`src/hdl/pgg_pkg.sv`:
```
// Package: shared types and constants of the polar Gaussian generator.
package pgg_pkg;

  localparam int unsigned UNIFORM_BITS = 16;
  localparam int unsigned FRAC_BITS    = 16;
  localparam int unsigned WORK_BITS    = 28;
  localparam int unsigned MAG_W        = UNIFORM_BITS + 1;   // |u| up to 2^F
  localparam int unsigned SQ_W         = 2 * MAG_W;          // u^2, s before reject
  localparam int unsigned S_W          = 2 * FRAC_BITS;      // accepted s
  localparam int unsigned MANT_W       = WORK_BITS + 1;
  localparam int unsigned QUO_W        = WORK_BITS + 1;
  localparam int unsigned EXP_W        = 6;
  localparam int unsigned N_W          = 35;                 // -2 ln s
  localparam int unsigned N_LO_W       = 18;
  localparam int unsigned RAD_W        = 40;                 // sqrt radicand
  localparam int unsigned ROOT_W       = RAD_W / 2;
  localparam int unsigned CFG_IDX_W    = 8;
  localparam int unsigned LOG_STEPS    = WORK_BITS;

  localparam logic [UNIFORM_BITS-1:0] UMAX = '1;
  localparam logic [27:0] LN2_W = 28'd186065279;

  localparam logic [CFG_IDX_W-1:0] REG_MEAN_OFFSET = 8'd0;
  localparam logic [CFG_IDX_W-1:0] REG_STD_SCALE   = 8'd1;

  typedef struct packed {
    logic [UNIFORM_BITS-1:0] u_sample;
    logic [UNIFORM_BITS-1:0] v_sample;
  } pgg_in_t;

  typedef struct packed {
    logic signed [31:0] gauss_value;
    logic               last_of_pair;
  } pgg_out_t;

  // state carried through the log / divide stages
  typedef struct packed {
    logic [MANT_W-1:0]    mant;
    logic [WORK_BITS-1:0] frac;
    logic [EXP_W-1:0]     kexp;
    logic [S_W-1:0]       s;
    logic [S_W-1:0]       rem_u;
    logic [S_W-1:0]       rem_v;
    logic [QUO_W-1:0]     quo_u;
    logic [QUO_W-1:0]     quo_v;
    logic                 neg_u;
    logic                 neg_v;
  } pgg_iter_t;

  // state carried through the square root stages
  typedef struct packed {
    logic [RAD_W-1:0]  rad_u;
    logic [RAD_W-1:0]  rad_v;
    logic [ROOT_W-1:0] root_u;
    logic [ROOT_W-1:0] root_v;
    logic              neg_u;
    logic              neg_v;
  } pgg_sqrt_t;

endpackage

```
`src/hdl/pgg_log_div_stage.sv`:
```
// One stage: a log2 squaring step on the mantissa and a divide step per lane.
module pgg_log_div_stage import pgg_pkg::*; #(
  parameter int unsigned STEP = 1
) (
  input  logic      clk_i,
  input  logic      rst_ni,
  input  logic      en_i,
  input  logic      vld_i,
  input  pgg_iter_t dat_i,
  output logic      vld_o,
  output pgg_iter_t dat_o
);

  logic              vld_q;
  pgg_iter_t         dat_q, dat_d;
  logic [2*MANT_W-1:0] prod;
  logic [MANT_W:0]     sq;
  logic [S_W:0]        rem2_u, rem2_v;

  always_comb begin
    dat_d  = dat_i;
    prod   = dat_i.mant * dat_i.mant;
    sq     = prod[2*MANT_W-1:WORK_BITS];
    if (sq[MANT_W]) begin
      dat_d.mant = sq[MANT_W:1];
      dat_d.frac[WORK_BITS-STEP] = 1'b1;
    end else begin
      dat_d.mant = sq[MANT_W-1:0];
    end
    rem2_u = {dat_i.rem_u, 1'b0};
    rem2_v = {dat_i.rem_v, 1'b0};
    if (rem2_u >= {1'b0, dat_i.s}) begin
      dat_d.rem_u = S_W'(rem2_u - {1'b0, dat_i.s});
      dat_d.quo_u = {dat_i.quo_u[QUO_W-2:0], 1'b1};
    end else begin
      dat_d.rem_u = rem2_u[S_W-1:0];
      dat_d.quo_u = {dat_i.quo_u[QUO_W-2:0], 1'b0};
    end
    if (rem2_v >= {1'b0, dat_i.s}) begin
      dat_d.rem_v = S_W'(rem2_v - {1'b0, dat_i.s});
      dat_d.quo_v = {dat_i.quo_v[QUO_W-2:0], 1'b1};
    end else begin
      dat_d.rem_v = rem2_v[S_W-1:0];
      dat_d.quo_v = {dat_i.quo_v[QUO_W-2:0], 1'b0};
    end
  end

  always_ff @(posedge clk_i or negedge rst_ni) begin
    if (!rst_ni) begin
      vld_q <= 1'b0;
    end else if (en_i) begin
      vld_q <= vld_i;
    end
  end

  always_ff @(posedge clk_i) begin
    if (en_i) begin
      dat_q <= dat_d;
    end
  end

  assign vld_o = vld_q;
  assign dat_o = dat_q;

endmodule

```
`config.mk`:
```
export PLATFORM = sky130hd
export DESIGN_NAME = pgg_log_div_stage
export DESIGN_NICKNAME = d
export VERILOG_FILES = /design/src/hdl/pgg_pkg.sv /design/src/hdl/pgg_log_div_stage.sv
export SDC_FILE = /design/constraint.sdc
export NUM_CORES = 2
export LEC_CHECK = 0
export BUFFER_PORTS_ARGS = -buffer_cell sky130_fd_sc_hd__buf_2
export CAP_MARGIN = 30
export CORE_MARGIN = 2
export CORE_UTILIZATION = 58
export DETAILED_ROUTE_END_ITERATION = 10
export PLACE_DENSITY = 0.86
export SYNTH_ARGS = -nofsm -noshare
export SYNTH_HDL_FRONTEND = slang
export SYNTH_SLANG_ARGS = --single-unit
```
`constraint.sdc`:
```
create_clock -name clk_i -period 1.4 [get_ports clk_i]
set_input_delay 0.07 -clock clk_i [delete_from_list [all_inputs] [get_ports clk_i]]
set_output_delay 0.07 -clock clk_i [all_outputs]
set_load 0.005 [all_outputs]
```
==> results of run 1 <==
## repair_timing
| item | in CTS |
|---|---|
| endpoints found under the setup margin | 96 |
| buffers inserted | 33 |
| endpoints found under the hold margin | 189 |
| gates cloned | 11 |
| resized for setup | 313 |
| pin swaps | 112 |
| hold buffers | 182 |
## kinds of logic after synthesis
kind of cell / after synthesis
simple gates: 757
fa+ha+maj: 973
buf+inv: 976
compound gates: 400
flops: 220
xor+xnor: 104
mux: 50
## stage by stage
stage / setup WS, ps / setup TNS (ps)
CTS: -5610 / -239600
detailed placement: -6530 / -316770
global placement: -6260 / -305870
floorplan: -5960 / -256990
## routing by layer
metal,GRT overflow,global-route usage
met1,48,0.741
met2,209,0.886
met3,56,0.641
met4,149,0.704
met5,6,0.471
==> flow_metrics.tcl, run 1 <==
set metrics [dict create \
    syn_inst 3480 \
    hpwl_um 96600 \
    synth-seq-cells 220 \
    haltStage "global routing (5_1_grt)" \
    synthXorXnorAreaFrac 0.0265 \
    die_y_um 250 \
    rows 90 \
    cts_buffers 21 \
    die_w_um 250 \
    cts.sinks 220 \
    netlist_area_um2 35000 \
    synth_edf_count 219 \
    yosysWarnings 0 \
    grt_max_degree 67 \
    synthTopCellsByArea "fa_1 37%, edfxtp_1 19%, ha_1 12%, inv_1 9.2%, nand2_1 3.2%" \
    synth_adder_area_share 0.487 \
    synth-main-ff-cell "edfxtp_1" \
    synth_compound_area_frac 0.0738 \
    htree_levels 1 \
    toolErrorMsg "[ERROR GRT-0232] Routing congestion too high. Check the congestion heatmap in the GUI." \
    post_dp_cell_area_um2 43900 \
    syn_nets 4676 \
    yosysTopAreaCell "fa_1" \
    status "did not finish" \
    async_flop_share 0.00455 \
    yosysTopAreaCellShare 0.372 \
    initial_utilization 0.584 \
    avgSynthCellArea_um2 10.1 \
    overflow 468 \
    gp_congestion 1.01 \
    synth_top_family_by_area "adder cells" \
    portBuffers 440 \
    ys_top_cells_by_count "862 x inv_1, 651 x fa_1, 322 x ha_1" \
    root_buffer "clkbuf_16" \
    grt_use_total 0.748 \
    yosysMostFrequentCell "inv_1" \
    yosysSeqAreaShare 0.188 \
    muxShareOfSynthArea 0.0156 \
    clock_path_buffers 3 \
    synth-simple-area-share 0.103 \
    ios 443 \
    post-place-cells 5330 \
    yosysUniqueCellTypes 72 \
]
==> run 2, diff against run 1 <==
--- a/config.mk
+++ b/config.mk
@@ -8,9 +8,9 @@
 export BUFFER_PORTS_ARGS = -buffer_cell sky130_fd_sc_hd__buf_2
 export CAP_MARGIN = 30
 export CORE_MARGIN = 2
-export CORE_UTILIZATION = 58
+export CORE_UTILIZATION = 40
 export DETAILED_ROUTE_END_ITERATION = 10
-export PLACE_DENSITY = 0.86
+export PLACE_DENSITY_LB_ADDON = 0.15
 export SYNTH_ARGS = -nofsm -noshare
 export SYNTH_HDL_FRONTEND = slang
 export SYNTH_SLANG_ARGS = --single-unit
==> run 2 against run 1 <==
  * The flow now finishes, with violations (negative setup slack)
  * Synthesized cell count unchanged
  * Synthesized area stayed put
==> flow_metrics.tcl, run 2 <==
set metrics [dict create \
    clock_path_buffers 3 \
    hpwl_um 91700 \
    hold_violations 0 \
    final_cell_mix "835 x inv_1, 759 x buf_4, 625 x fa_1" \
    die_y_um 300 \
    wl_per_cell_um 18.4 \
    yosysWarnings 0 \
    cp.required_ps 1680 \
    finalCritPeriodShare 5.07 \
    largest_register_ff_count 219 \
    routed_wl_um 110000 \
    cts_tree "done" \
    rows 108 \
    rsz0062_at_grt "yes" \
    num_vias 28400 \
    start_kind "input pin" \
    syn_inst 3480 \
    yosysMostFrequentCell "inv_1" \
    slew_violations 0 \
    finalSetupViolations 96 \
    drive_gt1_frac 0.324 \
    die_w_um 300 \
    portBuffers 440 \
    cpMaxStageDelayCell "fa_2" \
    setup_ws_ps -5700 \
    antenna_found_initial 4 \
    clk_pin_slew_worst_paths_ps 60 \
    max_freq_ghz 0.141 \
    path_class "in -> reg" \
    yosysTopAreaCellShare 0.372 \
    grt_max_degree 46 \
    synth_edf_count 219 \
    r2r_cells 1 \
    synth-seq-cells 220 \
    synthTopCellsByArea "fa_1 37%, edfxtp_1 19%, ha_1 12%, inv_1 9.2%, nand2_1 3.2%" \
    finalClockSkew_ps 0 \
    final_antenna_net_count 0 \
    finish.instance_area_um2 48900 \
    drc_errors 0 \
    gp_congestion 0.916 \
    synth-main-ff-cell "edfxtp_1" \
    cpLargestDelayFamily "adder cells" \
    design.core.area_um2 86800 \
    cts_buffers 21 \
    clk_latency_ps 530 \
    dieArea_um2 90000 \
    yosysUniqueCellTypes 72 \
    worstMarginPinSlew_ps 508 \
    vias_per_cell 4.74 \
    end_kind "flop" \
    path_buf_inv 8 \
    cap_violations 0 \
    yosysSeqAreaShare 0.188 \
    grt_use_total 0.245 \
    netlist_area_um2 35000 \
    fin_crit_ps 7100 \
    ios 443 \
    syn_nets 4676 \
    cp_slowest_stage_delay_ps 560 \
    cp.arrival_ps 7370 \
    final_common_cell "inv_1" \
    cts.sinks 220 \
    hold_depth 3 \
    htree_levels 1 \
    cp.depth 27 \
    fill_cells 7729 \
    yosysTopAreaCell "fa_1" \
    dr.pass1.iters 5 \
    slew_headroom 0.657 \
    min_path_type "in -> reg" \
    initial_utilization 0.404 \
    critical_path_peak_fanout 7 \
    syn_to_final_growth_pct 39.7 \
    overflow 0 \
    post_dp_cell_area_um2 44300 \
    grt_pass1_vias 30300 \
    violations "negative setup slack" \
    grt_pass1_wl_um 171000 \
    fin_nets 6017 \
    drt_iter0_drc 1312 \
    ys_top_cells_by_count "862 x inv_1, 651 x fa_1, 322 x ha_1" \
    avgSynthCellArea_um2 10.1 \
    root_buffer "clkbuf_16" \
    status "finished with violations" \
    async_flop_share 0.00455 \
]
-- run 2: cell counts after synthesis --
No cell type changed its count.
-- run 2: per-layer routing --
metal  vias up  wire length [um]  GRT usage
li1      13500                 -          -
met1     14100             47900      0.327
met2       698             54400      0.432
met3       114              5050     0.0222
met4         0              2710     0.0560
met5         -                 0          0
-- run 2: cell families after synthesis --
logic type	Yosys count	synth area share
mux	50	0.0156
xor+xnor	104	0.0265
compound gates	400	0.0738
buf+inv	976	0.105
fa+ha+maj	973	0.487
simple gates	757	0.103
flops	220	0.188
-- run 2: what timing repair did --
item | 4_1_cts | 5_1_grt
setup buffers | 38 | 18
endpoints found under the hold margin | 199 | 0
pin swaps | 70 | 66
hold buffers | 183 | 0
endpoints found under the setup margin | 96 | 96
cloned | 14 | 2
resized for setup | 237 | 132
-- run 2: area by class of cell --
cell class | count | area [um^2] | share of cell area
well taps | 1155 | 1450 | 0.0295
flip-flops and latches | 220 | 6600 | 0.135
inverters | 863 | 3270 | 0.0668
clock inverters | 14 | 139 | 0.00284
repair buffers | 1431 | 10900 | 0.222
diodes | 4 | 10.0 | 0.000204
clock buffers | 24 | 537 | 0.0110
multi-input cells | 2284 | 26100 | 0.533
-- run 2: final timing paths --
path | start | end | slack (ps)
min in group asynchronous | rst_ni | vld_o$_DFFE_PN0P_ | 380
hold / removal | dat_i[83] | dat_o[84]$_DFFE_PP_ | 40
setup / recovery | dat_i[202] | dat_o[196]$_DFFE_PP_ | -5700
max in group asynchronous | rst_ni | vld_o$_DFFE_PN0P_ | 920
hold reg to reg | vld_o$_DFFE_PN0P_ | vld_o$_DFFE_PN0P_ | 520
setup reg to reg | vld_o$_DFFE_PN0P_ | vld_o$_DFFE_PN0P_ | 650
-- run 2: tightest hold or removal path, stage by stage --
cell    delay, ps
buf_2         150
buf_4         120
mux2_4        130
-- run 2: stage by stage --
step	std cells	setup TNS, ps	util	setup slack, ps	hold WS (ps)
6_report	5995	-247970	0.564	-5700	44.7
5_1_grt	5993	-256570	0.564	-5850	18.1
4_1_cts	5980	-249660	0.559	-5650	11.4
3_5_place_dp	5710	-317130	0.511	-6500	-150
3_3_place_gp	5710	-315350	0.511	-6430	-156
2_1_floorplan	3480	-256990	-	-5960	-226
Power of run 2 is not shown: default switching activity piles up to over one toggle a cycle in this logic, so the estimate is an artifact.
