## src/hdl/pgg_pkg.sv

```systemverilog
// Package: shared types and constants of the polar Gaussian generator.
package pgg_pkg;

  localparam int unsigned UNIFORM_BITS = 16;
  localparam int unsigned FRAC_BITS    = 16;
  localparam int unsigned WORK_BITS    = 28;
  localparam int unsigned MAG_W        = UNIFORM_BITS + 1;   // |u| up to 2^F
  localparam int unsigned SQ_W         = 2 * MAG_W;          // u^2, s before reject
  localparam int unsigned S_W          = 2 * FRAC_BITS;      // accepted s
  localparam int unsigned MANT_W       = WORK_BITS + 1;
  localparam int unsigned QUO_W        = WORK_BITS + 1;
  localparam int unsigned EXP_W        = 6;
  localparam int unsigned N_W          = 35;                 // -2 ln s
  localparam int unsigned N_LO_W       = 18;
  localparam int unsigned RAD_W        = 40;                 // sqrt radicand
  localparam int unsigned ROOT_W       = RAD_W / 2;
  localparam int unsigned CFG_IDX_W    = 8;
  localparam int unsigned LOG_STEPS    = WORK_BITS;

  localparam logic [UNIFORM_BITS-1:0] UMAX = '1;
  localparam logic [27:0] LN2_W = 28'd186065279;

  localparam logic [CFG_IDX_W-1:0] REG_MEAN_OFFSET = 8'd0;
  localparam logic [CFG_IDX_W-1:0] REG_STD_SCALE   = 8'd1;

  typedef struct packed {
    logic [UNIFORM_BITS-1:0] u_sample;
    logic [UNIFORM_BITS-1:0] v_sample;
  } pgg_in_t;

  typedef struct packed {
    logic signed [31:0] gauss_value;
    logic               last_of_pair;
  } pgg_out_t;

  // state carried through the log / divide stages
  typedef struct packed {
    logic [MANT_W-1:0]    mant;
    logic [WORK_BITS-1:0] frac;
    logic [EXP_W-1:0]     kexp;
    logic [S_W-1:0]       s;
    logic [S_W-1:0]       rem_u;
    logic [S_W-1:0]       rem_v;
    logic [QUO_W-1:0]     quo_u;
    logic [QUO_W-1:0]     quo_v;
    logic                 neg_u;
    logic                 neg_v;
  } pgg_iter_t;

  // state carried through the square root stages
  typedef struct packed {
    logic [RAD_W-1:0]  rad_u;
    logic [RAD_W-1:0]  rad_v;
    logic [ROOT_W-1:0] root_u;
    logic [ROOT_W-1:0] root_v;
    logic              neg_u;
    logic              neg_v;
  } pgg_sqrt_t;

endpackage

```

## src/hdl/pgg_sqrt_stage.sv

```systemverilog
// One stage of the digit-by-digit square root: decides one root bit per lane.
module pgg_sqrt_stage import pgg_pkg::*; #(
  parameter int unsigned BIT = 0
) (
  input  logic      clk_i,
  input  logic      rst_ni,
  input  logic      en_i,
  input  logic      vld_i,
  input  pgg_sqrt_t dat_i,
  output logic      vld_o,
  output pgg_sqrt_t dat_o
);

  logic      vld_q;
  pgg_sqrt_t dat_q, dat_d;
  logic [RAD_W:0] trial_u, trial_v;

  always_comb begin
    dat_d   = dat_i;
    // (q + 2^b)^2 - q^2 = q*2^(b+1) + 2^(2b)
    trial_u = ((RAD_W+1)'(dat_i.root_u) << (BIT + 1)) + ((RAD_W+1)'(1) << (2 * BIT));
    trial_v = ((RAD_W+1)'(dat_i.root_v) << (BIT + 1)) + ((RAD_W+1)'(1) << (2 * BIT));
    if ({1'b0, dat_i.rad_u} >= trial_u) begin
      dat_d.rad_u       = RAD_W'({1'b0, dat_i.rad_u} - trial_u);
      dat_d.root_u[BIT] = 1'b1;
    end
    if ({1'b0, dat_i.rad_v} >= trial_v) begin
      dat_d.rad_v       = RAD_W'({1'b0, dat_i.rad_v} - trial_v);
      dat_d.root_v[BIT] = 1'b1;
    end
  end

  always_ff @(posedge clk_i or negedge rst_ni) begin
    if (!rst_ni) begin
      vld_q <= 1'b0;
    end else if (en_i) begin
      vld_q <= vld_i;
    end
  end

  always_ff @(posedge clk_i) begin
    if (en_i) begin
      dat_q <= dat_d;
    end
  end

  assign vld_o = vld_q;
  assign dat_o = dat_q;

endmodule

```

## config.mk

```make
export PLATFORM = sky130hd
export DESIGN_NAME = pgg_sqrt_stage
export DESIGN_NICKNAME = d
export VERILOG_FILES = /design/src/hdl/pgg_pkg.sv /design/src/hdl/pgg_sqrt_stage.sv
export SDC_FILE = /design/constraint.sdc
export NUM_CORES = 1
export LEC_CHECK = 0
export BUFFER_PORTS_ARGS = -buffer_cell sky130_fd_sc_hd__buf_2
export CORE_ASPECT_RATIO = 0.5
export CORE_MARGIN = 4
export CORE_UTILIZATION = 30
export DETAILED_ROUTE_END_ITERATION = 8
export PLACE_DENSITY = 0.61
export SETUP_SLACK_MARGIN = 0.5
export SYNTH_ARGS = -nofsm -noshare
export SYNTH_HDL_FRONTEND = slang
export SYNTH_SLANG_ARGS = --single-unit
```

## constraint.sdc

```tcl
create_clock -name clk_i -period 1.12 [get_ports clk_i]
set_clock_uncertainty 0.2 [all_clocks]
set_input_delay 0.224 -clock clk_i [delete_from_list [all_inputs] [get_ports clk_i]]
set_output_delay 0.224 -clock clk_i [all_outputs]
set_load 0.01 [all_outputs]
```

# After elaboration in Yosys (flattened, before gate mapping)
# Cells that the tools add are included.
[word_totals]
latchBits = 0
register_bits = 123
output_inout_bits = 123
inputBits = 126
memories = 0
elab_cells = 17
ram_bits = 0
romBits = 0
[classes]
n_reduce_logical = 0
order_cmp = 2
eq_ne = 0
add_sub_neg = 4
muxes = 2
n_shift = 0
div_mod_pow = 0
bitwise_logic = 0
n_mul = 0
[ops]
columns = ["operator", "count"]
rows = [
  ["$ge A40 B22 Y1", 2],
  ["$mux W40", 2],
  ["$sub A40 B22 Y40", 2],
  ["$add A21 B1 Y22 const B", 2],
]

# Logic depth before layout (Yosys ltp)
[logic_depth]
word_depth = 3
depth_mapped = 13
depth_no_buf = 11

# Worst setup path before layout
# No wires, ideal clock.
[synth_timing]
kind = "input to register"
startpoint = "in dat_i[31] in the netlist's numbering"
endpoint = "reg dat_q, in the netlist dat_o[113] (data pin)"
t_arrival_ns = 2.714
slack_ns = -2.061
t_required_ns = 0.653
setup_ns = 0.267
n_path_buf = 3
stages = 13
cell_sequence = "inv_1 ha_1 buf_2 and3_1 nand3_1 or4_1 nand3_1 nor2b_1 clkbuf_1 or4_1 clkbuf_1 nor3b_1 xor2_1"
[synth_rtl]
columns = ["item", "line", "text"]
rows = [
  ["start, declared", "pgg_sqrt_stage.sv:9", "input pgg_sqrt_t dat_i,"],
  ["end signal, assigned", "pgg_sqrt_stage.sv:43", "dat_q <= dat_d;"],
  ["end, declared", "pgg_sqrt_stage.sv:15", "pgg_sqrt_t dat_q, dat_d;"],
]

==> out/summary.log <==
INFO  setup_path     critical_path.max_stage_delay=0.42ns
INFO  placed_design  portBuffers=248
INFO  setup_path     cpMaxStageDelayCell=sky130_fd_sc_hd__a2111o_1
INFO  status         run_status=finished, violations left
INFO  sta            timing_hold_violations_final=88
INFO  clocking       clock_tree.htree_level_count=4
INFO  global_route   via_count_of_the_first_global_routing_pass=7,386
INFO  routing        num_vias=7,181
INFO  routing        remaining_routing_drc_violations=0
INFO  synthesis      syn_area_per_cell=10.9µm²
INFO  pwr            comb_power_share=0.288
INFO  setup_path     kind_of_start_point_of_the_critical_path=input pin
INFO  global_route   globalRouteOverflowTotal=0
INFO  clocking       insertion_delay=0.44ns
INFO  status         violations=hold timing, setup timing
INFO  layout         drive_gt1_frac=0.599
INFO  pwr            switching_power=4590µW
INFO  routing        post_drt_wl_per_cell=17.6µm
INFO  sta            timing.final.crit_period=2.64ns
INFO  clocking       clockBufferDepth=2
INFO  setup_path     critical_path.most_common_cell=sky130_fd_sc_hd__or3_4
INFO  synthesis      synth-edff-count=122
INFO  synthesis      synthCells=663
INFO  synthesis      async_reset_ff_frac=0.00813
INFO  placed_design  place.gp.congestion=0.859
INFO  die            die_height=118µm
INFO  synthesis      synth.cell_area=7200µm²
INFO  clocking       cts_tree=built
INFO  setup_path     ordered_cell_list_for_the_critical_path=buf_6, or3_4, or2_4, or3_4, or3_4, a2111o_1, o2111ai_4, nor3_2, xor2_1
INFO  die            floorplan.io_pins=249
INFO  setup_path     worst-path-max-fanout=8
INFO  synthesis      synth_fp_nets=833
INFO  routing        drt_first_pass_iters=5
INFO  setup_path     critPathTopFamily=simple AND/OR/NAND/NOR gates
INFO  synthesis      synth.yosys.warnings=0
INFO  layout         num-nets-final=1,352
INFO  placed_design  postPlaceCellArea=10,800µm²
INFO  synthesis      yosys_register_bits=123
INFO  pwr            power_leakage=0.00581µW
INFO  sta            worst_hold_slack=-0.246ns
INFO  clocking       ctsHoldBuffers=1
INFO  pwr            power_switching_share=0.283
INFO  setup_path     end_kind=flop
INFO  setup_path     timing.critical_path.buf_inv=1
INFO  die            core_area=23,200µm²
INFO  sta            worst-slew-pin-transition=0.486ns
INFO  die            die-area=26,700µm²
INFO  clocking       cts.root.buffer_cell=sky130_fd_sc_hd__clkbuf_16
INFO  routing        drt_antenna_net_count=0
INFO  sta            final_min_period_over_clock_period=2.35
INFO  setup_path     cp.arrival=2.62ns
INFO  global_route   wire_length_of_the_first_global_routing_pass=40,000µm
INFO  sta            fmax=379MHz
INFO  sta            grt_setup_unrepaired=yes
INFO  pwr            internal_power=11,600µW
INFO  die            rows=39
INFO  die            initial_utilization=0.310
INFO  setup_path     timing.critical_path.required=1.10ns
INFO  run            timing.max_cap.violations=0
INFO  layout         fillCellCount=1,878
INFO  global_route   antenna_found_initial=5
INFO  sta            setup_violations=205
INFO  synthesis      synth.lib_cells_used.distinct=57
INFO  sta            finalMaxSlewViolations=0
INFO  layout         post-route-cell-area=13,400µm²
INFO  pwr            power.density_cell_area=1210nW/µm²
INFO  routing        drt-total-wl=26,500µm
INFO  min_path       hold_path.class=input pin to flop
INFO  layout         syn_to_final_growth=85.6%
INFO  synthesis      ys.flop_type=sky130_fd_sc_hd__edfxtp_1
INFO  global_route   global_route.usage.total=0.192
INFO  clocking       numCtsBuffers=17
INFO  pwr            sequentialPowerShare=0.360
INFO  sta            setup-tns-final=-142.80ns
INFO  setup_path     timing.setup.critical_path_class=input pin to flop
INFO  synthesis      seq_area_frac_synth=0.513
INFO  pwr            power.share.clock=0.352
INFO  clocking       clk_pin_slew_worst_paths=0.06ns
INFO  pwr            vdd_drop_max=863µV
INFO  die            die_width=227µm
INFO  routing        detail_route.vias_per_cell=4.77
INFO  placed_design  half_perimeter_wire_length_of_the_detailed_placement_result=18,600µm
INFO  clocking       clock_sinks=123
INFO  sta            setup_slack=-1.52ns
INFO  placed_design  detailedPlace.worstSlack=-2.08ns
INFO  global_route   maximum_number_of_pins_on_one_net_before_global_route_repair=20
INFO  routing        drt_iter0_markers=440
INFO  sta            slew-limit-headroom=0.674
==> cells in the mapped netlist, types with 2 or more instances <==
cell type,n,area (µm²)
sky130_fd_sc_hd__a2111o_1,2,22.5
sky130_fd_sc_hd__a2111oi_0,4,35.0
sky130_fd_sc_hd__a211oi_1,5,37.5
sky130_fd_sc_hd__a21boi_0,2,15.0
sky130_fd_sc_hd__a21o_1,18,135
sky130_fd_sc_hd__a21oi_1,50,250
sky130_fd_sc_hd__a31oi_1,4,25.0
sky130_fd_sc_hd__and2_1,5,31.3
sky130_fd_sc_hd__and3_1,6,37.5
sky130_fd_sc_hd__and4_1,2,17.5
sky130_fd_sc_hd__buf_2,5,25.0
sky130_fd_sc_hd__clkbuf_1,13,48.8
sky130_fd_sc_hd__edfxtp_1,122,3660
sky130_fd_sc_hd__fa_1,2,40.0
sky130_fd_sc_hd__ha_1,42,526
sky130_fd_sc_hd__inv_1,47,176
sky130_fd_sc_hd__mux2_2,7,78.8
sky130_fd_sc_hd__nand2_1,51,191
sky130_fd_sc_hd__nand2b_1,2,12.5
sky130_fd_sc_hd__nand3_1,18,90.1
sky130_fd_sc_hd__nand4_1,8,50.1
sky130_fd_sc_hd__nand4b_1,2,17.5
sky130_fd_sc_hd__nor2_1,38,143
sky130_fd_sc_hd__nor2b_1,3,18.8
sky130_fd_sc_hd__nor3_1,16,80.1
sky130_fd_sc_hd__nor3b_1,4,30.0
sky130_fd_sc_hd__nor4_1,14,87.6
sky130_fd_sc_hd__o21a_1,6,45.0
sky130_fd_sc_hd__o21ai_0,47,235
sky130_fd_sc_hd__o21bai_1,5,37.5
sky130_fd_sc_hd__o2bb2ai_1,2,17.5
sky130_fd_sc_hd__o311ai_0,2,17.5
sky130_fd_sc_hd__o31ai_1,2,15.0
sky130_fd_sc_hd__or2_2,4,25.0
sky130_fd_sc_hd__or3_1,6,37.5
sky130_fd_sc_hd__or4_1,4,30.0
sky130_fd_sc_hd__xnor2_1,26,228
sky130_fd_sc_hd__xor2_1,48,420
==> cells by family after synthesis <==
kind of cell / after synthesis / synth area share
flip-flops: 123 / 0.513
multiplexers: 7 / 0.0110
XOR/XNOR: 74 / 0.0901
buffers and inverters: 67 / 0.0363
adder cells (fa/ha/maj): 44 / 0.0786
AO/OA/AOI/OAI: 163 / 0.144
AND/OR/NAND/NOR: 185 / 0.127
==> state kept, by name, indices dropped and copies added (netlist names) <==
register  count
dat_o       122
vld_o         1
==> final cells by class <==
| type | count | area, µm² | area share |
|---|---|---|---|
| Multi-Input combinational cell | 474 | 4320 | 0.324 |
| Timing Repair Buffer | 519 | 4130 | 0.309 |
| Sequential cell | 123 | 3690 | 0.276 |
| Clock buffer | 17 | 425 | 0.0318 |
| Tap cell | 307 | 384 | 0.0288 |
| Inverter | 47 | 219 | 0.0164 |
| Clock inverter | 15 | 175 | 0.0131 |
| Antenna cell | 4 | 10.0 | 0.000749 |
==> repair_timing <==
action | 4_1_cts | 5_1_grt
buffers inserted | 31 | 15
endpoints found under the setup margin | 328 | 246
pin swaps | 50 | 35
gates cloned | 12 | 8
gates resized for setup | 165 | 77
hold endpoints to repair | 114 | 106
==> path summary, 6_finish.rpt <==
path	start	end	slack (ns)	cells past startpoint
worst min-delay path	dat_i[24]	dat_o[24]	-0.25	1
worst max-delay path	dat_i[68]	dat_o[72]	-1.52	9
worst max register to register	vld_o	vld_o	0.17	1
worst min register to register	vld_o	vld_o	0.32	1
min in group asynchronous	rst_ni	vld_o	-0.11	2
max in group asynchronous	rst_ni	vld_o	0.75	2
==> layer usage <==
metal	global-route usage	vias to the layer above	routed length (µm)
met1	0.225	3482	10800
met2	0.346	137	14100
met3	0.0501	45	1000
met5	0	-	12
met4	0.0544	2	594
li1	-	3515	-
==> power by group through the flow <==
stage | registers [µW] | clock network (µW) | logic, µW
after floorplan | 6190 | 0 | 1570
after global placement | 5910 | 0 | 3830
after detailed placement | 5920 | 0 | 3880
after CTS | 5840 | 5810 | 4420
after global routing | 5870 | 6050 | 5040
final | 5830 | 5700 | 4670
==> layout by cell type, fill, tap and decap left out, types with 8 or more instances in the layout <==
cell | synthesis | layout
sky130_fd_sc_hd__a21o_1 | 18 | 18
sky130_fd_sc_hd__a21oi_1 | 50 | 44
sky130_fd_sc_hd__buf_12 | 0 | 10
sky130_fd_sc_hd__buf_16 | 0 | 15
sky130_fd_sc_hd__buf_2 | 5 | 218
sky130_fd_sc_hd__buf_4 | 1 | 214
sky130_fd_sc_hd__buf_6 | 0 | 46
sky130_fd_sc_hd__buf_8 | 0 | 8
sky130_fd_sc_hd__clkbuf_16 | 0 | 24
sky130_fd_sc_hd__edfxtp_1 | 122 | 122
sky130_fd_sc_hd__ha_1 | 42 | 23
sky130_fd_sc_hd__ha_4 | 0 | 19
sky130_fd_sc_hd__inv_1 | 47 | 33
sky130_fd_sc_hd__nand2_1 | 51 | 39
sky130_fd_sc_hd__nand2_2 | 0 | 10
sky130_fd_sc_hd__nand3_1 | 18 | 10
sky130_fd_sc_hd__nand4_1 | 8 | 8
sky130_fd_sc_hd__nor2_1 | 38 | 29
sky130_fd_sc_hd__nor3_2 | 0 | 8
sky130_fd_sc_hd__o21ai_0 | 47 | 17
sky130_fd_sc_hd__o21ai_1 | 0 | 16
sky130_fd_sc_hd__o21ai_2 | 1 | 13
sky130_fd_sc_hd__xnor2_1 | 26 | 21
sky130_fd_sc_hd__xor2_1 | 48 | 45
==> stage by stage <==
step	utilization	cells	hold slack [ns]	total power, µW
2_1_floorplan	-	663	-0.272	7760
3_3_place_gp	0.467	1403	-0.202	9740
3_5_place_dp	0.467	1403	-0.200	9800
4_1_cts	0.548	1479	-0.264	16100
5_1_grt	0.576	1506	-0.273	17000
6_report	0.576	1506	-0.246	16200
No activity file was read; power rests on OpenSTA's default activity.
