$ cat src/hdl/pgg_pkg.sv
// Package: shared types and constants of the polar Gaussian generator.
package pgg_pkg;

  localparam int unsigned UNIFORM_BITS = 16;
  localparam int unsigned FRAC_BITS    = 16;
  localparam int unsigned WORK_BITS    = 28;
  localparam int unsigned MAG_W        = UNIFORM_BITS + 1;   // |u| up to 2^F
  localparam int unsigned SQ_W         = 2 * MAG_W;          // u^2, s before reject
  localparam int unsigned S_W          = 2 * FRAC_BITS;      // accepted s
  localparam int unsigned MANT_W       = WORK_BITS + 1;
  localparam int unsigned QUO_W        = WORK_BITS + 1;
  localparam int unsigned EXP_W        = 6;
  localparam int unsigned N_W          = 35;                 // -2 ln s
  localparam int unsigned N_LO_W       = 18;
  localparam int unsigned RAD_W        = 40;                 // sqrt radicand
  localparam int unsigned ROOT_W       = RAD_W / 2;
  localparam int unsigned CFG_IDX_W    = 8;
  localparam int unsigned LOG_STEPS    = WORK_BITS;

  localparam logic [UNIFORM_BITS-1:0] UMAX = '1;
  localparam logic [27:0] LN2_W = 28'd186065279;

  localparam logic [CFG_IDX_W-1:0] REG_MEAN_OFFSET = 8'd0;
  localparam logic [CFG_IDX_W-1:0] REG_STD_SCALE   = 8'd1;

  typedef struct packed {
    logic [UNIFORM_BITS-1:0] u_sample;
    logic [UNIFORM_BITS-1:0] v_sample;
  } pgg_in_t;

  typedef struct packed {
    logic signed [31:0] gauss_value;
    logic               last_of_pair;
  } pgg_out_t;

  // state carried through the log / divide stages
  typedef struct packed {
    logic [MANT_W-1:0]    mant;
    logic [WORK_BITS-1:0] frac;
    logic [EXP_W-1:0]     kexp;
    logic [S_W-1:0]       s;
    logic [S_W-1:0]       rem_u;
    logic [S_W-1:0]       rem_v;
    logic [QUO_W-1:0]     quo_u;
    logic [QUO_W-1:0]     quo_v;
    logic                 neg_u;
    logic                 neg_v;
  } pgg_iter_t;

  // state carried through the square root stages
  typedef struct packed {
    logic [RAD_W-1:0]  rad_u;
    logic [RAD_W-1:0]  rad_v;
    logic [ROOT_W-1:0] root_u;
    logic [ROOT_W-1:0] root_v;
    logic              neg_u;
    logic              neg_v;
  } pgg_sqrt_t;

endpackage

$ cat src/hdl/pgg_pair_out.sv
// Output buffer: holds one finished pair and hands it out as two items.
module pgg_pair_out import pgg_pkg::*; (
  input  logic               clk_i,
  input  logic               rst_ni,
  input  logic               pair_vld_i,
  input  logic signed [31:0] gu_i,
  input  logic signed [31:0] gv_i,
  output logic               take_o,
  output logic               out_valid_o,
  input  logic               out_stall_i,
  output pgg_out_t           out_item_o
);

  logic               full_q, full_d;
  logic               sel_q, sel_d;
  logic signed [31:0] gu_q, gv_q;
  logic               fire, load;

  assign fire   = full_q && !out_stall_i;
  assign take_o = !full_q || (fire && sel_q);
  assign load   = pair_vld_i && take_o;

  always_comb begin
    full_d = full_q;
    sel_d  = sel_q;
    if (fire) begin
      if (sel_q) begin
        full_d = 1'b0;
      end
      sel_d = !sel_q;
    end
    if (load) begin
      full_d = 1'b1;
      sel_d  = 1'b0;
    end
  end

  always_ff @(posedge clk_i or negedge rst_ni) begin
    if (!rst_ni) begin
      full_q <= 1'b0;
      sel_q  <= 1'b0;
    end else begin
      full_q <= full_d;
      sel_q  <= sel_d;
    end
  end

  always_ff @(posedge clk_i) begin
    if (load) begin
      gu_q <= gu_i;
      gv_q <= gv_i;
    end
  end

  assign out_valid_o             = full_q;
  assign out_item_o.gauss_value  = sel_q ? gv_q : gu_q;
  assign out_item_o.last_of_pair = sel_q;

endmodule

$ cat config.mk
export PLATFORM = sky130hd
export DESIGN_NAME = pgg_pair_out
export DESIGN_NICKNAME = d
export VERILOG_FILES = /design/src/hdl/pgg_pkg.sv /design/src/hdl/pgg_pair_out.sv
export SDC_FILE = /design/constraint.sdc
export NUM_CORES = 1
export LEC_CHECK = 0
export BUFFER_PORTS_ARGS = -buffer_cell sky130_fd_sc_hd__buf_4
export CAP_MARGIN = 30
export CORE_UTILIZATION = 30
export DETAILED_ROUTE_END_ITERATION = 8
export MAX_ROUTING_LAYER = met4
export PLACE_DENSITY = 0.62
export SETUP_SLACK_MARGIN = 0.02
export SLEW_MARGIN = 20
export SYNTH_ARGS = -nofsm -noshare
export SYNTH_HDL_FRONTEND = slang
export SYNTH_SLANG_ARGS = --single-unit
$ cat constraint.sdc
create_clock -name clk_i -period 2.8 [get_ports clk_i]
set_clock_uncertainty 0.15 [all_clocks]
set_input_delay 0.28 -clock clk_i [delete_from_list [all_inputs] [get_ports clk_i]]
set_output_delay 0.28 -clock clk_i [all_outputs]
set_load 0.02 [all_outputs]
== After elaboration in Yosys (flattened, before gate mapping) ==
Cells that the tools add are included.
W data, S select, Z words.

* Register bits after elaboration: 66
* Input port bits: 68
* Output and inout port bits: 35

* Muxes and demuxes: 6
* Reduce and logical (&&, ||, !) cells: 10

{| class="wikitable"
|+ Operator list
! cell !! number
|-
| $mux W32 || 1
|-
| $mux W1 || 5
|-
| $reduce_bool A2 Y1 || 2
|-
| $logic_and A1 B1 Y1 || 3
|-
| $logic_not A1 Y1 || 3
|-
| $reduce_and A2 Y1 || 1
|-
| $logic_or A1 B1 Y1 || 1
|}

== Logic depth before layout (Yosys ltp) ==
Gate-level depths: netlist (run 1).

* Word-level depth: 7
* Depth in mapped cells: 4
* Mapped depth without buffers: 3

== Least setup slack after synthesis (run 1) ==
OpenSTA, ideal clock, no wires.

* Path kind: flip-flop to flip-flop
* Start: register sel_q
* End: register gu_q[0] (enable)
* Setup time: 0.429 ns
* Arrival: 2.407 ns
* Required time: 2.221 ns
* Setup slack: -0.186 ns
* Stages on the path, launching flop included: 5
* Clock period less this slack: 2.986 ns
* Cells stage by stage: dfrtp_1 -> buf_6 -> inv_1 -> o21ai_2 -> and2_1

* Word-level cells in the longest chain between the ends: 3

{| class="wikitable"
|+ RTL lines
! item !! line !! RTL
|-
| start: declaration || pgg_pair_out.sv:15 || <nowiki>logic sel_q, sel_d;</nowiki>
|-
| start signal: assignment || pgg_pair_out.sv:44 || <nowiki>sel_q <= sel_d;</nowiki>
|-
| $logic_and A1 B1 Y1 || pgg_pair_out.sv:20 || <nowiki>assign take_o = !full_q || (fire && sel_q);</nowiki>
|-
| $logic_or A1 B1 Y1 || pgg_pair_out.sv:20 ||
|-
| named net take_o || pgg_pair_out.sv:8 || <nowiki>output logic take_o,</nowiki>
|-
| $logic_and A1 B1 Y1 || pgg_pair_out.sv:21 || <nowiki>assign load = pair_vld_i && take_o;</nowiki>
|-
| end signal: assignment || pgg_pair_out.sv:50 || <nowiki>gu_q <= gu_i;</nowiki>
|-
| end: declaration || pgg_pair_out.sv:16 || <nowiki>logic signed [31:0] gu_q, gv_q;</nowiki>
|}

The timed path passes the listed nets, and every way through them passes these cells.
A chain may end at the register's enable or synchronous reset.

==> results.cfg, run 1 <==
[worst_setup_path]
worst_setup_path_end_kind = output pin
cp-start-kind = flip-flop
required_ns = 2.37
timing_worst_setup_path_type = reg2out
crit_path_max_fanout = 35
arrival_ns = 1.76

[route]
wl_mm = 5.409
final_antenna_net_count = 0
via_count = 1625
vias_per_cell = 4.104
route.detailed.drc = 0
detail_route.wl_per_cell_um = 13.66
dr.pass1.iters = 4
first_iter_violations = 31

[cells_and_area]
number_of_fill_cells_in_the_layout = 704
drive_above_1_share_pct = 51.55
finalCoreUtilization_pct = 51.42
sequential_cell_area_mm2 = 0.001973
number_of_antenna_cells_inserted = 0
nNetsFinal = 355
stdcell_area_mm2 = 0.004247
area_growth_syn_to_layout_pct = 65.64
area_of_the_multi_input_gates_um2 = 510.5
finish.cell_count_without_fillers = 396

[clock_tree]
clockBufferDepth = 2
numCtsBuffers = 9
insertion_delay_of_the_later_clocked_pin_in_the_worst_skew_pair_ns = 0.33
tritoncts_num_sinks = 66
htreeDepth = 3
clock_root_buffer_master = clkbuf_8
cts_tree = yes
path_clk_slew_ns = 0.07

[synthesis]
yosys.cell_types.count = 13
synth.ff_latch_count = 66
synth.yosys.warnings = 0
synth_nets = 179
synth_seq_area_share_pct = 76.92
syn-mean-instance-area_um2 = 23.10
netlist_area_mm2 = 0.002564
synthesis.instances = 111

[power]
total_power_mw = 3.074
ir_drop_mv = 0.3289
cellLeakagePower_nw = 1.740
pwr_cell_area_mw_per_mm2 = 723.9

[sta]
slew_headroom_pct = 59.66
worst_hold_slack_ns = 0.04564
finalMaxSlewViolations = 0
fin_ws_ns = 0.6101
final-hold-violation-count = 0
worstMarginPinSlew_ns = 0.6050
maxClockFrequency_mhz = 456.6
setup-tns-final_ns = 0
post-route-min-period_ns = 2.190
rsz_0062_raised_after_global_routing = false
finalSetupViolCount = 0
layout_worst_path_cycle_share_pct = 78.21

[global_route]
grtUsageTotal_pct = 12.95
grt_start_max_net_pins = 47
congestion_overflow_gr = 0
global_route_wire_length_before_repair_mm = 8.052
first_global_vias = 1715
grt_antenna_before_repair = 0

[min_path]
hold_path.class = in2reg

[die]
io_pins = 103
rows = 33
dieArea_mm2 = 0.008919
floorplan.initialDensity_pct = 31.05
die_w_um = 94.44
die_h_um = 94.44
core-area_mm2 = 0.008258

[placed_design]
postPlaceCellArea_mm2 = 0.003412
post-dp-hpwl_mm = 3.162
dp_cells = 315
finalWeightedCongestion = 0.6853
place.port_buffers = 102
dp_slack_ns = 0.9127

[flow_run]
maxCapViolCount = 0

[run_status]
run_status = finished clean
-- cell usage after synthesis, drive strengths merged --
cell	count	area share, %
and2	1	0.24
buf	5	3.1
dfrtp	2	2.0
edfxtp	64	75
inv	1	0.15
mux2	32	18
nand2b	3	0.73
nand3	1	0.20
o21ai	2	0.54
-- state kept, by name, indices dropped and copies added (netlist names) --
register	cells
sel_q	1
gu_q	32
out_valid_o	1
gv_q	32
-- where the power goes --
group	leakage (nW)	switching [mW]	total (mW)	internal, mW
combinational	1.04	0.513	1.09	0.572
sequential	0.613	0.0305	1.26	1.23
clock	0.0886	0.332	0.728	0.396
total	1.74	0.875	3.07	2.20
-- metal layers --
| layer | global-route usage, % | share of wire [%] | vias up |
|---|---|---|---|
| li1 | - | - | 781 |
| met1 | 14.17 | 41 | 769 |
| met2 | 21.07 | 52 | 67 |
| met3 | 3.462 | 5.0 | 8 |
| met4 | 7.821 | 1.8 | 0 |
| met5 | - | 0 | - |
-- cell families (layout without fill, tap and decap cells) --
group,after synthesis,after routing,synth area share (%)
flops,66,66,76.92
mux,32,32,18.15
buf+inv,6,186,3.221
simple gates,5,5,1.171
compound gates,2,2,0.5367
-- critical path: stages (launching register included) --
cell	delay, ns
dfrtp_2	0.36
buf_4	0.50
mux2_2	0.41
buf_4	0.16
-- cell type report --
| cell class | instances | area share, % |
|---|---|---|
| Sequential cell | 66 | 46.46 |
| Timing Repair Buffer | 170 | 34.24 |
| Multi-Input combinational cell | 39 | 12.02 |
| Tap cell | 105 | 3.094 |
| Clock buffer | 10 | 3.005 |
| Clock inverter | 5 | 1.090 |
| Inverter | 1 | 0.08839 |
-- path summary, 6_finish.rpt --
kind,from,end,slack [ns],cells after the start
max,sel_q,out_item_o[1],0.61,3
min,out_stall_i,out_valid_o,0.05,3
max reg2reg,sel_q,gv_q[27],0.95,4
min reg2reg,out_valid_o,out_valid_o,0.44,2
max in group asynchronous,rst_ni,sel_q,2.28,2
min in group asynchronous,rst_ni,sel_q,0.12,2
-- cell usage in the layout, fill, tap and decap left out, types with 3 or more instances in the layout --
master / n
buf_4: 103
dlygate4sd3_1: 66
edfxtp_1: 64
mux2_4: 28
clkbuf_8: 9
mux2_2: 4
nand2b_1: 3
clkinv_1: 3
-- what timing repair did --
item	4_1_cts	5_1_grt
hold buffers	66	0
hold endpoints to repair	67	0
setup buffers	0	0
gates resized for setup	0	0
Power figures use the tool's default switching activity.
==> run 2: changes to the inputs <==
--- a/config.mk
+++ b/config.mk
@@ -5,12 +5,13 @@
 export SDC_FILE = /design/constraint.sdc
 export NUM_CORES = 1
 export LEC_CHECK = 0
+export ABC_AREA = 1
 export BUFFER_PORTS_ARGS = -buffer_cell sky130_fd_sc_hd__buf_4
 export CAP_MARGIN = 30
 export CORE_UTILIZATION = 30
 export DETAILED_ROUTE_END_ITERATION = 8
 export MAX_ROUTING_LAYER = met4
-export PLACE_DENSITY = 0.62
+export PLACE_DENSITY = 0.6
 export SETUP_SLACK_MARGIN = 0.02
 export SLEW_MARGIN = 20
 export SYNTH_ARGS = -nofsm -noshare
==> constraint.sdc (replaced) <==
create_clock -name clk_i -period 2.04 [get_ports clk_i]
set_clock_uncertainty 0.15 [all_clocks]
set_input_delay 0.204 -clock clk_i [delete_from_list [all_inputs] [get_ports clk_i]]
set_output_delay 0.204 -clock clk_i [all_outputs]
set_load 0.02 [all_outputs]
==> run 2 against run 1 <==
  * Non-clock buffer count up 4
  * Final area hardly changed
  * Largest cell class unchanged
  * Count of clock-buffer cells in the layout unchanged
  * Area after synthesis down 4.1%
  * Routed wire length up 4.4%
  * Flip-flop and latch count did not move
  * Sequential share of layout area about the same
  * First-iteration DRC count increased by 140%
  * Critical endpoint is now out_item_o[30]
  * Register-to-register slack lost 0.53 ns
  * Setup slack worse by 0.42 ns
  * Critical path depth rose by 1
==> results.cfg, run 2 <==
[route]
detail_route.wl_per_cell_um = 12.17
first_iter_violations = 74
route.detailed.drc = 0
final_antenna_net_count = 0
vias_per_cell = 4.116
dr.pass1.iters = 4
wl_mm = 5.649
via_count = 1910

[clock_tree]
tritoncts_num_sinks = 66
insertion_delay_of_the_later_clocked_pin_in_the_worst_skew_pair_ns = 0.33
post-cts-setup-buffers = 0
path_clk_slew_ns = 0.08
clockBufferDepth = 2
cts_tree = yes
clock_root_buffer_master = clkbuf_8
htreeDepth = 3
numCtsBuffers = 9

[die]
floorplan.initialDensity_pct = 31.49
rows = 32
io_pins = 103
core-area_mm2 = 0.007807
dieArea_mm2 = 0.008562
die_h_um = 92.53
die_w_um = 92.53

[min_path]
worstHoldStart = out_stall_i
hold_path_end = sel_q
hold_path.class = in2reg
hold-path-cell-count = 4

[sta]
rsz_0062_raised_after_global_routing = false
finalMaxSlewViolations = 0
finalSetupViolCount = 0
layout_worst_path_cycle_share_pct = 90.57
maxClockFrequency_mhz = 541.3
fin_ws_ns = 0.1925
final-hold-violation-count = 0
worstMarginPinSlew_ns = 0.3737
setup-tns-final_ns = 0
post-route-min-period_ns = 1.848
slew_headroom_pct = 75.09

[cells_and_area]
drive_above_1_share_pct = 34.53
number_of_antenna_cells_inserted = 0
area_growth_syn_to_layout_pct = 72.57
layout_top_registers = gu_q x32, gv_q x32
number_of_fill_cells_in_the_layout = 646
mostFrequentLayoutCell = buf_4
mostFrequentLayoutCells = buf_4, nand2_1, dlygate4sd3_1, edfxtp_1, clkbuf_8
nNetsFinal = 425

[synthesis]
simple_gate_area_share_of_the_yosys_netlist_pct = 15.57
synth-xor-area-share_pct = 0
netlist_top_cells_count = nand2_1, edfxtp_1, buf_4, buf_6
synth.ff_latch_count = 66
ys.flop_type = edfxtp_1
synth.yosys.warnings = 0
synthesis.instances = 180
yosys.cell_types.count = 12
netlist_area_mm2 = 0.002459
synth.largest_area_cell = edfxtp_1
synth.most_common_cell = nand2_1
netlist.area_leader.share_pct = 78.17
syn-mean-instance-area_um2 = 13.66
synth_top_family_by_area = simple AND/OR/NAND/NOR gates
synth-adder-area-share_pct = 0
synth_nets = 248
synth-compound-area-share_pct = 0.9669
synth_seq_area_share_pct = 80.20
ys_async_sr_fraction_pct = 3.030
multiplexer_fraction_of_the_synthesized_cell_area_pct = 0
synth_top_cells_by_area = edfxtp_1, nand2_1, dfrtp_1, buf_6, buf_4
synth_enable_flop_cells = 64

[worst_setup_path]
worst-path-buf-inv = 2
arrival_ns = 1.49
worst_path_dominant_cell_family = buffers and inverters
critical_path.reg2reg.endpoint = gu_q[13]
cp-start-kind = flip-flop
crit_path_max_fanout = 34
timing_worst_setup_path_type = reg2out
worst_setup_path_end_kind = output pin
reg2reg_slack_ns = 0.42
crit_chain = buf_4, nand2_1, nand2_1, buf_4
required_ns = 1.69
reg2regPathDepth = 4
worstReg2RegStart = sel_q
slowest_delay_ns = 0.40
cpMaxStageDelayCell = dfrtp_1

[power]
ir_drop_mv = 0.5037
pwr_cell_area_mw_per_mm2 = 1065
cellLeakagePower_nw = 1.842

[global_route]
use_met3_pct = 4.926
global_route_wire_length_before_repair_mm = 8.880
grtUsageTotal_pct = 14.54
gr-usage-met1_pct = 14.82
global_route.peak_usage_layer = met2
first_global_vias = 2044
grt_antenna_before_repair = 0
grtUsageMet2_pct = 25.86
grt_start_max_net_pins = 35
congestion_overflow_gr = 0

[placed_design]
place.port_buffers = 102
post-dp-hpwl_mm = 3.297
dp_slack_ns = 0.4466
finalWeightedCongestion = 0.6753

[flow_run]
maxCapViolCount = 0

[run_status]
run_status = finished clean
-- run 2: what timing repair did --
| item | CTS | global route |
|---|---|---|
| hold buffers | 67 | 0 |
| endpoints found under the hold margin | 67 | 0 |
| setup endpoints to repair | 0 | 1 |
| gates resized for setup | 0 | 1 |
-- run 2: tightest hold or removal path, stage by stage --
cell and delay (ns):
buf_4 0.10, inv_1 0.05, nand3_1 0.07, nand2_1 0.05
-- run 2: metrics by stage --
step,std cells,cell area [µm²],hold WS [ns],power (mW),util (%)
2_1_floorplan,180,2461,-0.2416,2.638,-
3_3_place_gp,381,3351,-0.1572,3.261,42.92
3_5_place_dp,381,3351,-0.1607,3.267,42.92
4_1_cts,464,4239,0.01518,4.576,54.29
5_1_grt,464,4243,0.02220,4.775,54.34
6_report,464,4243,0.02701,4.520,54.34
-- run 2: area by class of cell --
class	count	area (µm²)	area share (%)
multi-input combinational	103	409.1	9.643
tap	102	127.6	3.008
timing repair buffer	174	1503	35.42
clock buffer	10	127.6	3.008
inverter	3	13.76	0.3244
clock inverter	6	90.09	2.123
sequential	66	1972	46.48
-- run 2: kinds of logic (layout without fill, tap and decap cells) --
logic type      after synthesis  after routing
compound gates                2              2
buf+inv                      11            193
flops                        66             66
simple gates                101            101
-- run 2: where the power goes --
group	leakage, nW	total, mW	switching [mW]	internal [mW]
logic	1.12	1.60	0.924	0.674
clock network	0.107	1.19	0.498	0.693
registers	0.614	1.73	0.0463	1.69
-- run 2: worst max path at each step --
stage                     slack, ns             end   from  cells after the start
after floorplan                0.19         gu_q[0]  sel_q                      4
after global placement         0.47        gu_q[13]  sel_q                      4
after detailed placement       0.45         gu_q[2]  sel_q                      4
after CTS                      0.09  out_item_o[30]  sel_q                      5
after global routing           0.06  out_item_o[30]  sel_q                      4
final                          0.19  out_item_o[30]  sel_q                      4
-- run 2: per-layer routing --
metal | wire length [µm] | share of wire [%] | vias to the layer above
met1 | 2285 | 40 | 883
met4 | 51 | 0.90 | 0
met3 | 295 | 5.2 | 7
li1 | - | - | 957
met2 | 3016 | 53 | 63
met5 | 0 | 0 | -
==> run 3: changes to the inputs <==
--- a/config.mk
+++ b/config.mk
@@ -6,12 +6,12 @@
 export NUM_CORES = 1
 export LEC_CHECK = 0
 export ABC_AREA = 1
-export BUFFER_PORTS_ARGS = -buffer_cell sky130_fd_sc_hd__buf_4
 export CAP_MARGIN = 30
 export CORE_UTILIZATION = 30
 export DETAILED_ROUTE_END_ITERATION = 8
+export DONT_BUFFER_PORTS = 1
 export MAX_ROUTING_LAYER = met4
-export PLACE_DENSITY = 0.6
+export PLACE_DENSITY = 0.5
 export SETUP_SLACK_MARGIN = 0.02
 export SLEW_MARGIN = 20
 export SYNTH_ARGS = -nofsm -noshare
==> run 3 against run 2 <==
  * Flip-flop and latch count unchanged
  * Worst hold slack better by 0.24 ns
  * Count of clock-buffer cells in the layout down 1
  * Setup slack worse by 0.013 ns
  * Clock power about the same
  * Largest power group unchanged
  * Register-to-register slack worse by 0.10 ns
  * Critical endpoint unchanged
  * Global-route usage down 1.6 points
  * Via count down 20%
  * Critical path type unchanged
==> results.cfg, run 3 (synthesis gave the netlist of run 2 again) <==
[die]
die_w_um = 92.53
io_pins = 103
dieArea_mm2 = 0.008562
rows = 32
core-area_mm2 = 0.007807
floorplan.initialDensity_pct = 31.49
die_h_um = 92.53

[worst_setup_path]
worstReg2RegStart = out_valid_o
timing_worst_setup_path_type = reg2out
reg2reg_slack_ns = 0.32
slowest_delay_ns = 0.41
cpMaxStageDelayCell = dfrtp_1
required_ns = 1.69
crit_path_max_fanout = 33
timing.critical_path.mode_cell = nand2_1
crit_chain = inv_4, buf_4, nand2_1, nand2_1
worst_setup_path_startpoint = sel_q
arrival_ns = 1.51
cp-start-kind = flip-flop
worst_setup_path_end_kind = output pin

[cells_and_area]
layout_top_registers = gu_q x32, gv_q x32
nNetsFinal = 323
mostFrequentLayoutCells = nand2_1, dlygate4sd3_1, edfxtp_1, clkbuf_8
number_of_fill_cells_in_the_layout = 721
area_of_the_multi_input_gates_um2 = 409.1
number_of_antenna_cells_inserted = 0
mostFrequentLayoutCell = nand2_1
drive_above_1_share_pct = 8.077
finalCoreUtilization_pct = 44.38
sequential_cell_area_mm2 = 0.001972
area_growth_syn_to_layout_pct = 40.92
stdcell_area_mm2 = 0.003465

[sta]
finalMaxSlewViolations = 0
rsz_0062_raised_after_global_routing = false
maxClockFrequency_mhz = 537.6
setup-tns-final_ns = 0
slew_headroom_pct = 70.69
finalSetupViolCount = 0
layout_worst_path_cycle_share_pct = 91.19
final-hold-violation-count = 0
post-route-min-period_ns = 1.860
worstMarginPinSlew_ns = 0.4396

[global_route]
grt_antenna_before_repair = 0
first_global_vias = 1636
congestion_overflow_gr = 0
grtUsageTotal_pct = 12.90
grt_start_max_net_pins = 65
global_route_wire_length_before_repair_mm = 7.866

[power]
cellLeakagePower_nw = 1.339
ir_drop_mv = 0.6410
pwr_cell_area_mw_per_mm2 = 1157

[placed_design]
post-dp-hpwl_mm = 2.687
finalWeightedCongestion = 0.6526
postPlaceCellArea_mm2 = 0.002557
place.port_buffers = 0

[flow_run]
maxCapViolCount = 0

[clock_tree]
ctsResizeCount = 0
tritoncts_num_sinks = 66
path_clk_slew_ns = 0.07
insertion_delay_of_the_later_clocked_pin_in_the_worst_skew_pair_ns = 0.33
numCtsBuffers = 9
post-cts-setup-buffers = 0
htreeDepth = 3
cts_tree = yes
clock_root_buffer_master = clkbuf_8
clockBufferDepth = 2

[run_status]
run_status = finished clean

[route]
final_antenna_net_count = 0
first_iter_violations = 30
wl_mm = 4.974
detail_route.wl_per_cell_um = 13.74
vias_per_cell = 4.238
route.detailed.drc = 0
via_count = 1534
dr.pass1.iters = 4

[min_path]
worstHoldStart = pair_vld_i
hold_path.class = in2reg
## run 3: cell types whose count changed in the layout (fill, tap and decap cells not counted), sizes merged
cell | previous run | this run
buf | 107 | 3
dlygate4sd3 | 67 | 69
clkbuf | 10 | 9
clkinvlp | 1 | 2
## run 3: what timing repair did
item                                    in CTS  in global routing
hold buffers                                69                  0
endpoints found under the setup margin       0                  0
endpoints found under the hold margin       68                  0
## run 3: worst paths after layout
path,to,cells past startpoint
max,out_item_o[30],4
max in group asynchronous,out_valid_o,2
min,gv_q[28],2
max reg2reg,gu_q[30],3
min in group asynchronous,sel_q,2
min reg2reg,sel_q,2
## run 3: worst max-delay path, delay by kind of cell (launching register included)
| family | cells | cell delay (ns) |
|---|---|---|
| simple gates | 2 | 0.33 |
| buf+inv | 2 | 0.43 |
| flops | 1 | 0.41 |
## run 3: per-layer routing
| layer | track usage, % | wire, µm | part of all wire [%] |
|---|---|---|---|
| met5 | - | 0 | 0 |
| met4 | 4.688 | 68 | 1.4 |
| met3 | 5.172 | 341 | 6.9 |
| met2 | 20.80 | 2387 | 48 |
| met1 | 14.48 | 2177 | 44 |
## run 3: cell type report
cell class / count / area share (%)
flip-flops and latches: 66 / 56.92
repair buffers: 72 / 20.95
multi-input cells: 103 / 11.81
well taps: 102 / 3.684
clock buffers: 9 / 3.575
clock inverters: 7 / 2.672
inverters: 3 / 0.3973
## run 3: through the flow
stage	total power [mW]	std cells	setup slack [ns]	hold WS [ns]
after detailed placement	2.768	277	0.3379	-0.2415
after global placement	2.760	277	0.3689	-0.2415
after global routing	4.244	362	0.05709	0.2592
after CTS	4.073	362	0.1269	0.2628
after floorplan	2.638	180	0.1892	-0.2416
final	4.009	362	0.1797	0.2712
## run 3: power by group
part	internal (mW)	total (mW)	leakage, nW	switching, mW
registers	1.69	1.74	0.614	0.0510
clock network	0.685	1.18	0.103	0.494
logic	0.255	1.09	0.621	0.838
